<file path="src/sv/id3te_pkg.sv">
package id3te_pkg;

    localparam int unsigned SECTOR_BYTES_DEF  = 512;
    localparam int unsigned TEXT_LIMIT_DEF    = 39;

    localparam int unsigned FRAME_START_LIMIT = 501;
    localparam int unsigned FIRST_FRAME       = 10;
    localparam int unsigned FRAME_HEAD_LEN    = 11;
    localparam int unsigned TAG_MAGIC_POS     = 2;
    localparam int unsigned OFS_ID_LAST       = 3;
    localparam int unsigned OFS_SIZE_LOW      = 7;
    localparam int unsigned OFS_ENCODING      = 10;

    localparam logic [23:0] TAG_MAGIC = 24'h494433;

    localparam logic [31:0] ID_TPE1 = 32'h54504531;
    localparam logic [31:0] ID_TPE2 = 32'h54504532;
    localparam logic [31:0] ID_TIT1 = 32'h54495431;
    localparam logic [31:0] ID_TIT2 = 32'h54495432;
    localparam logic [31:0] ID_TALB = 32'h54414C42;

    localparam logic [1:0] KIND_ARTIST = 2'd0;
    localparam logic [1:0] KIND_TITLE  = 2'd1;
    localparam logic [1:0] KIND_ALBUM  = 2'd2;
    localparam logic [1:0] KIND_NONE   = 2'd3;

    typedef struct packed {
        logic       vld;
        logic [1:0] field_kind;
        logic [7:0] text_char;
        logic       char_valid;
        logic       string_end;
    } id3te_result_t;

    function automatic logic [1:0] classify_id(logic [31:0] id);
        logic [1:0] kind;
        kind = KIND_NONE;
        if (id == ID_TPE1 || id == ID_TPE2) begin
            kind = KIND_ARTIST;
        end else if (id == ID_TIT1 || id == ID_TIT2) begin
            kind = KIND_TITLE;
        end else if (id == ID_TALB) begin
            kind = KIND_ALBUM;
        end
        return kind;
    endfunction

endpackage

</file>
<file path="src/sv/id3te_parser.sv">
module id3te_parser #(
    parameter int SECTOR_BYTES = 512,
    parameter int TEXT_LIMIT   = 39
) (
    input  logic                     aclk,
    input  logic                     aresetn,
    input  logic                     step_en,
    input  logic [7:0]               data_byte,
    input  logic                     sector_start,
    output id3te_pkg::id3te_result_t result
);

    localparam int POS_W = $clog2(SECTOR_BYTES + 1);
    localparam int CNT_W = $clog2(TEXT_LIMIT + 1);
    localparam int CMP_W = $clog2(SECTOR_BYTES + id3te_pkg::FRAME_HEAD_LEN + 256 + 1);

    logic [POS_W-1:0] pos_reg, pos_next;
    logic             hdr_ok_reg, hdr_ok_next;
    logic [POS_W-1:0] frame_start_reg, frame_start_next;
    logic [31:0]      id_shift_reg, id_shift_next;
    logic [1:0]       kind_reg, kind_next;
    logic [7:0]       remain_reg, remain_next;
    logic [CNT_W-1:0] count_reg, count_next;
    logic             active_reg, active_next;

    always_comb begin
        logic [POS_W-1:0] p;
        logic [POS_W-1:0] f;
        logic [POS_W-1:0] ofs;
        logic [CNT_W-1:0] cnt_inc;
        logic             last;

        // restart before the byte is taken
        if (sector_start) begin
            pos_next         = '0;
            hdr_ok_next      = 1'b0;
            frame_start_next = POS_W'(id3te_pkg::FIRST_FRAME);
            id_shift_next    = '0;
            kind_next        = id3te_pkg::KIND_ARTIST;
            remain_next      = '0;
            count_next       = '0;
            active_next      = 1'b0;
        end else begin
            pos_next         = pos_reg;
            hdr_ok_next      = hdr_ok_reg;
            frame_start_next = frame_start_reg;
            id_shift_next    = id_shift_reg;
            kind_next        = kind_reg;
            remain_next      = remain_reg;
            count_next       = count_reg;
            active_next      = active_reg;
        end

        result            = '0;
        result.field_kind = kind_next;

        p       = pos_next;
        f       = frame_start_next;
        ofs     = p - f;
        cnt_inc = count_next + CNT_W'(1);
        last    = 1'b0;

        if (p < POS_W'(SECTOR_BYTES)) begin
            pos_next      = p + POS_W'(1);
            id_shift_next = {id_shift_next[23:0], data_byte};
            if (p == POS_W'(id3te_pkg::TAG_MAGIC_POS)) begin
                hdr_ok_next = (id_shift_next[23:0] == id3te_pkg::TAG_MAGIC);
            end

            if (hdr_ok_next && CMP_W'(f) < CMP_W'(id3te_pkg::FRAME_START_LIMIT)
                    && p >= f) begin
                if (ofs == POS_W'(id3te_pkg::OFS_ID_LAST)) begin
                    kind_next = id3te_pkg::classify_id(id_shift_next);
                end else if (ofs == POS_W'(id3te_pkg::OFS_SIZE_LOW)) begin
                    remain_next = data_byte - 8'd1;
                    count_next  = '0;
                    active_next = (kind_next != id3te_pkg::KIND_NONE)
                        && (CMP_W'(f) + CMP_W'(id3te_pkg::FRAME_HEAD_LEN)
                            + CMP_W'(remain_next) < CMP_W'(SECTOR_BYTES));
                end else if (ofs == POS_W'(id3te_pkg::OFS_ENCODING)) begin
                    // empty text string
                    if (remain_next == 8'd0) begin
                        frame_start_next = p + POS_W'(1);
                        if (active_next) begin
                            active_next       = 1'b0;
                            result.vld        = 1'b1;
                            result.string_end = 1'b1;
                        end
                    end
                end else if (ofs > POS_W'(id3te_pkg::OFS_ENCODING)
                        && remain_next != 8'd0) begin
                    remain_next = remain_next - 8'd1;
                    if (remain_next == 8'd0) begin
                        frame_start_next = p + POS_W'(1);
                    end
                    if (active_next) begin
                        if (data_byte != 8'd0) begin
                            count_next = cnt_inc;
                            last = (remain_next == 8'd0) || (cnt_inc >= CNT_W'(TEXT_LIMIT));
                            if (last) begin
                                active_next = 1'b0;
                            end
                            result.vld        = 1'b1;
                            result.text_char  = data_byte;
                            result.char_valid = 1'b1;
                            result.string_end = last;
                        end else if (remain_next == 8'd0) begin
                            // trailing zero closes the string
                            active_next       = 1'b0;
                            result.vld        = 1'b1;
                            result.string_end = 1'b1;
                        end
                    end
                end
            end
        end
    end

    always_ff @(posedge aclk) begin
        if (!aresetn) begin
            pos_reg         <= '0;
            hdr_ok_reg      <= 1'b0;
            frame_start_reg <= POS_W'(id3te_pkg::FIRST_FRAME);
            id_shift_reg    <= '0;
            kind_reg        <= id3te_pkg::KIND_ARTIST;
            remain_reg      <= '0;
            count_reg       <= '0;
            active_reg      <= 1'b0;
        end else if (step_en) begin
            pos_reg         <= pos_next;
            hdr_ok_reg      <= hdr_ok_next;
            frame_start_reg <= frame_start_next;
            id_shift_reg    <= id_shift_next;
            kind_reg        <= kind_next;
            remain_reg      <= remain_next;
            count_reg       <= count_next;
            active_reg      <= active_next;
        end
    end

endmodule

</file>
<file path="src/sv/id3te_out_stage.sv">
module id3te_out_stage (
    input  logic                     aclk,
    input  logic                     aresetn,
    input  logic                     load,
    input  id3te_pkg::id3te_result_t result,
    output logic                     out_free,
    output logic                     m_tvalid,
    input  logic                     m_tready,
    output logic [7:0]               m_tdata,   // text_char
    output logic [2:0]               m_tuser,   // field_kind, char_valid
    output logic                     m_tlast
);

    logic       valid_reg, valid_next;
    logic [7:0] char_reg;
    logic [2:0] user_reg;
    logic       last_reg;

    assign out_free = !valid_reg || m_tready;

    always_comb begin
        valid_next = valid_reg;
        if (load) begin
            valid_next = result.vld;
        end else if (m_tready) begin
            valid_next = 1'b0;
        end
    end

    always_ff @(posedge aclk) begin
        if (!aresetn) begin
            valid_reg <= 1'b0;
        end else begin
            valid_reg <= valid_next;
        end
    end

    always_ff @(posedge aclk) begin
        if (load && result.vld) begin
            char_reg <= result.text_char;
            user_reg <= {result.char_valid, result.field_kind};
            last_reg <= result.string_end;
        end
    end

    assign m_tvalid = valid_reg;
    assign m_tdata  = char_reg;
    assign m_tuser  = user_reg;
    assign m_tlast  = last_reg;

endmodule

</file>
<file path="src/sv/id3_tag_text_extractor.sv">
// id3v2 tag text extractor
// throughput: one byte per cycle, sustained while the result side keeps up
// each byte passes an input register, one parser update and a result register
// reset (aresetn low, synchronous) clears the parser and empties both registers
module id3_tag_text_extractor #(
    parameter int SECTOR_BYTES = id3te_pkg::SECTOR_BYTES_DEF,
    parameter int TEXT_LIMIT   = id3te_pkg::TEXT_LIMIT_DEF
) (
    input  logic       aclk,
    input  logic       aresetn,
    input  logic       s_tvalid,
    output logic       s_tready,
    input  logic [7:0] s_tdata,   // data_byte
    input  logic       s_tuser,   // sector_start
    output logic       m_tvalid,
    input  logic       m_tready,
    output logic [7:0] m_tdata,   // text_char
    output logic [2:0] m_tuser,   // field_kind [1:0], char_valid [2]
    output logic       m_tlast    // string_end
);

    logic       in_vld_reg, in_vld_next;
    logic [7:0] byte_reg;
    logic       start_reg;
    logic       out_free;
    logic       proc_go;

    id3te_pkg::id3te_result_t result;

    assign proc_go  = in_vld_reg && out_free;
    assign s_tready = !in_vld_reg || proc_go;

    always_comb begin
        in_vld_next = in_vld_reg;
        if (s_tvalid && s_tready) begin
            in_vld_next = 1'b1;
        end else if (proc_go) begin
            in_vld_next = 1'b0;
        end
    end

    always_ff @(posedge aclk) begin
        if (!aresetn) begin
            in_vld_reg <= 1'b0;
        end else begin
            in_vld_reg <= in_vld_next;
        end
    end

    always_ff @(posedge aclk) begin
        if (s_tvalid && s_tready) begin
            byte_reg  <= s_tdata;
            start_reg <= s_tuser;
        end
    end

    id3te_parser #(
        .SECTOR_BYTES (SECTOR_BYTES),
        .TEXT_LIMIT   (TEXT_LIMIT)
    ) u_parser (
        .aclk         (aclk),
        .aresetn      (aresetn),
        .step_en      (proc_go),
        .data_byte    (byte_reg),
        .sector_start (start_reg),
        .result       (result)
    );

    id3te_out_stage u_out (
        .aclk     (aclk),
        .aresetn  (aresetn),
        .load     (proc_go),
        .result   (result),
        .out_free (out_free),
        .m_tvalid (m_tvalid),
        .m_tready (m_tready),
        .m_tdata  (m_tdata),
        .m_tuser  (m_tuser),
        .m_tlast  (m_tlast)
    );

endmodule

</file>
<file path="config.mk">
export PLATFORM = sky130hd
export DESIGN_NAME = id3_tag_text_extractor
export DESIGN_NICKNAME = d
export VERILOG_FILES = /design/src/sv/id3te_pkg.sv /design/src/sv/id3te_parser.sv /design/src/sv/id3te_out_stage.sv /design/src/sv/id3_tag_text_extractor.sv
export SDC_FILE = /design/constraint.sdc
export NUM_CORES = 1
export LEC_CHECK = 0
export BUFFER_PORTS_ARGS = -buffer_cell sky130_fd_sc_hd__clkbuf_2
export CAP_MARGIN = 0
export CORE_MARGIN = 2
export CORE_UTILIZATION = 49
export CTS_CLUSTER_DIAMETER = 120
export CTS_CLUSTER_SIZE = 12
export DETAILED_ROUTE_END_ITERATION = 6
export PLACE_DENSITY_LB_ADDON = 0.2
export SYNTH_ARGS = -nofsm -noshare
export SYNTH_HDL_FRONTEND = slang
export SYNTH_SLANG_ARGS = --single-unit
</file>
<file path="constraint.sdc">
create_clock -name aclk -period 6.8 [get_ports aclk]
set_input_delay 1.02 -clock aclk [delete_from_list [all_inputs] [get_ports aclk]]
set_output_delay 1.02 -clock aclk [all_outputs]
set_load 0.05 [all_outputs]
</file>
==> results_dict.tcl <==
set metrics [dict create \
    outcome "completed" \
    postCtsSetupBuffers 0 \
    grtUsageTotal 0.2529 \
    synth_most_common_cell "nand2_1" \
    ant_nets 0 \
    dp_hpwl_um 11100 \
    cp_max_fo 51 \
    slew_violations 0 \
    drcViolationCount 0 \
    syn-instance-count 696 \
    drive_gt1_frac 0.09117 \
    synth_common_cells "nand2_1, dfxtp_1, a21oi_1, nor2b_1, nor2_1" \
    initial_core_util 0.5001 \
    io_buffers 26 \
    min_period_ns 5.236 \
    max-vdd-ir-drop_mv 0.1998 \
    ys.flop_type "dfxtp_1" \
    end_kind "flip-flop" \
    async_flop_share 0 \
    critical-path-max-stage-delay_ns 0.78 \
    path_class "flip-flop to flip-flop" \
    rows 39 \
    wl_met3_um 844 \
    netlist_top_cells_area "dfxtp_1, edfxtp_1, ha_1, nand2_1, a21oi_1" \
    period_share 0.7700 \
    fmax_ghz 0.1910 \
    p_switching_uw 304.3 \
    tritoncts "done" \
    grt_max_degree 60 \
    tns_ns 0 \
    seqCellArea_sq_um 1912 \
    final_cells 845 \
    p_per_area_nw_per_um2 187.0 \
    ys_ff_latch 85 \
    clkSinkCount 85 \
    synth-edff-count 21 \
    cpLargestDelayFamily "compound AO/OA/AOI/OAI gates" \
    synth_top_cell_by_area "dfxtp_1" \
    grt_overflow 0 \
    yosysSeqAreaShare 0.3348 \
    dpl-instance-area_sq_um 5878 \
    cts_max_path_buffers 2 \
    diodes 0 \
    leakagePower_nw 2.443 \
    cpMaxStageDelayCell "nor2_1" \
    drt_wl_total_um 15890 \
    top_layer "met4" \
    startpoint_type "flip-flop" \
    multiInputGateArea_sq_um 3511 \
    clkLatencyLatePin_ns 0.34 \
    ctsResizeCount 0 \
    holdWs_ns 0.4628 \
    rsz0062_at_grt "false" \
    tightest_slew_ns 0.9884 \
    fill_cells 1094 \
    drt-vias-per-instance 6.316 \
    slew_headroom 0.3386 \
    setup_violations 0 \
    pwr-share-clk 0.434 \
    die_area_sq_um 12530 \
    netlist.area_leader.share 0.2244 \
    hold_class "flip-flop to flip-flop" \
    synth_nets 739 \
    globalplace.congestion 0.9120 \
    crit_chain "inv_2 -> nand2_1 -> ha_1 -> nor4b_1 -> a311o_1 -> a22o_1 -> a211oi_1 -> a2111o_1 -> o31a_1 -> and2_1 -> a21oi_1 -> nor2_1" \
    yosys_warnings 0 \
    ios 27 \
    nNetsFinal 740 \
    first_iter_violations 522 \
    synthDistinctLibCells 82 \
    grt_pass1_wl_um 25630 \
    numCtsBuffers 9 \
    largest_reg_flops 24 \
    grt_pass1_vias 5066 \
    vias 5337 \
    seqPwrFrac 0.469 \
    maxCapViolations 0 \
    finalHoldViolCount 0 \
    syn_area_sq_um 5710 \
    routedWlPerCell_um 18.80 \
    dpl.cell_count 829 \
    dr.pass1.iters 5 \
    cts_hold_buf 0 \
    comb_power_share 0.096 \
    chipHeight_um 112.0 \
    antenna_found_initial 0 \
    drt-met1-wl_um 7107 \
    coreArea_sq_um 11420 \
    htree_levels 3 \
    skew_ns 0.007699 \
    switching_share 0.2634 \
    root_buffer "clkbuf_16" \
    syn_avg_cell_area_sq_um 8.205 \
    route.met2.wl_um 7547 \
    required_ns 6.76 \
    area_growth_pct 8.195 \
    p_int_uw 851.0 \
    die_width_um 112.0 \
    worstPathArrival_ns 5.20 \
    path_clk_slew_ns 0.06 \
    crit_buf_inv 1 \
    stdcell_area_sq_um 6178 \
]
-- layout make-up --
type,instances,share of cell area
tap,143,0.02896
clock inverter,6,0.01154
clock buffer,10,0.03706
sequential,85,0.3094
inverter,29,0.01762
multi-input combinational,541,0.5682
timing repair buffer,31,0.02714
-- through the flow --
stage / setup slack, ns / total power [mW] / util
finish: 1.564 / 1.155 / 0.5411
global route: 1.212 / 1.189 / 0.5411
CTS: 1.589 / 1.156 / 0.5411
detailed placement: 1.597 / 0.6614 / 0.5148
global placement: 1.828 / 0.6595 / 0.5148
floorplan: 1.878 / 0.6279 / -
-- path summary, 6_finish.rpt --
path	endpoint	from	slack, ns	depth (start not counted)
max	u_out.m_tdata[2]	start_reg	1.56	12
min	u_parser.id_shift_reg[2]	u_parser.id_shift_reg[2]	0.46	2
max reg2reg	u_out.m_tdata[2]	start_reg	1.56	12
min reg2reg	u_parser.id_shift_reg[2]	u_parser.id_shift_reg[2]	0.46	2
-- layout by cell type, fill, tap and decap left out, types with 7 or more instances in the layout --
cell / synthesis / routed
nor4_1: 8 / 8
xnor2_1: 14 / 14
and2_1: 7 / 7
edfxtp_1: 21 / 21
nor2_1: 37 / 36
o211ai_1: 9 / 9
nand2_1: 82 / 82
and3_1: 28 / 28
clkbuf_16: 0 / 9
nand3_1: 24 / 24
nor2b_1: 40 / 40
a21boi_0: 13 / 13
nor3_1: 14 / 14
a31oi_1: 7 / 7
nand4_1: 8 / 8
dfxtp_1: 64 / 64
o21a_1: 8 / 8
xor2_1: 7 / 7
clkbuf_2: 0 / 26
inv_1: 28 / 28
o21ai_0: 29 / 29
ha_1: 30 / 30
a21oi_1: 53 / 53
-- metal layers --
layer  up-vias  GRT usage
met5         -          0
met4         0    0.09431
met3        32    0.03157
met2       190     0.4198
met1      2550     0.3394
li1       2565          -
-- cell families (layout without fill, tap and decap cells) --
group / count (synthesis) / in the layout / share of synthesized area
AOI/OAI and AO/OA: 196 / 196 / 0.2379
xor gates and xnor gates: 22 / 22 / 0.03506
adders and majority gates: 31 / 31 / 0.06748
buffers and inverters: 70 / 76 / 0.05083
DFF: 85 / 85 / 0.3348
muxes: 4 / 4 / 0.007012
and+or+nand+nor: 288 / 288 / 0.2669
-- tightest hold or removal path, cell delays in order (launching register included) --
cell,delay [ns]
dfxtp_1,0.31
nand2_1,0.04
a21boi_0,0.06
-- power by group through the flow --
stage	Sequential, mW	Clock, mW	Combinational, mW
2_1_floorplan	0.546	0	0.0823
3_3_place_gp	0.553	0	0.107
3_5_place_dp	0.553	0	0.108
4_1_cts	0.542	0.505	0.109
5_1_grt	0.544	0.522	0.123
6_report	0.542	0.502	0.111
(Power assumes the default switching activity.)
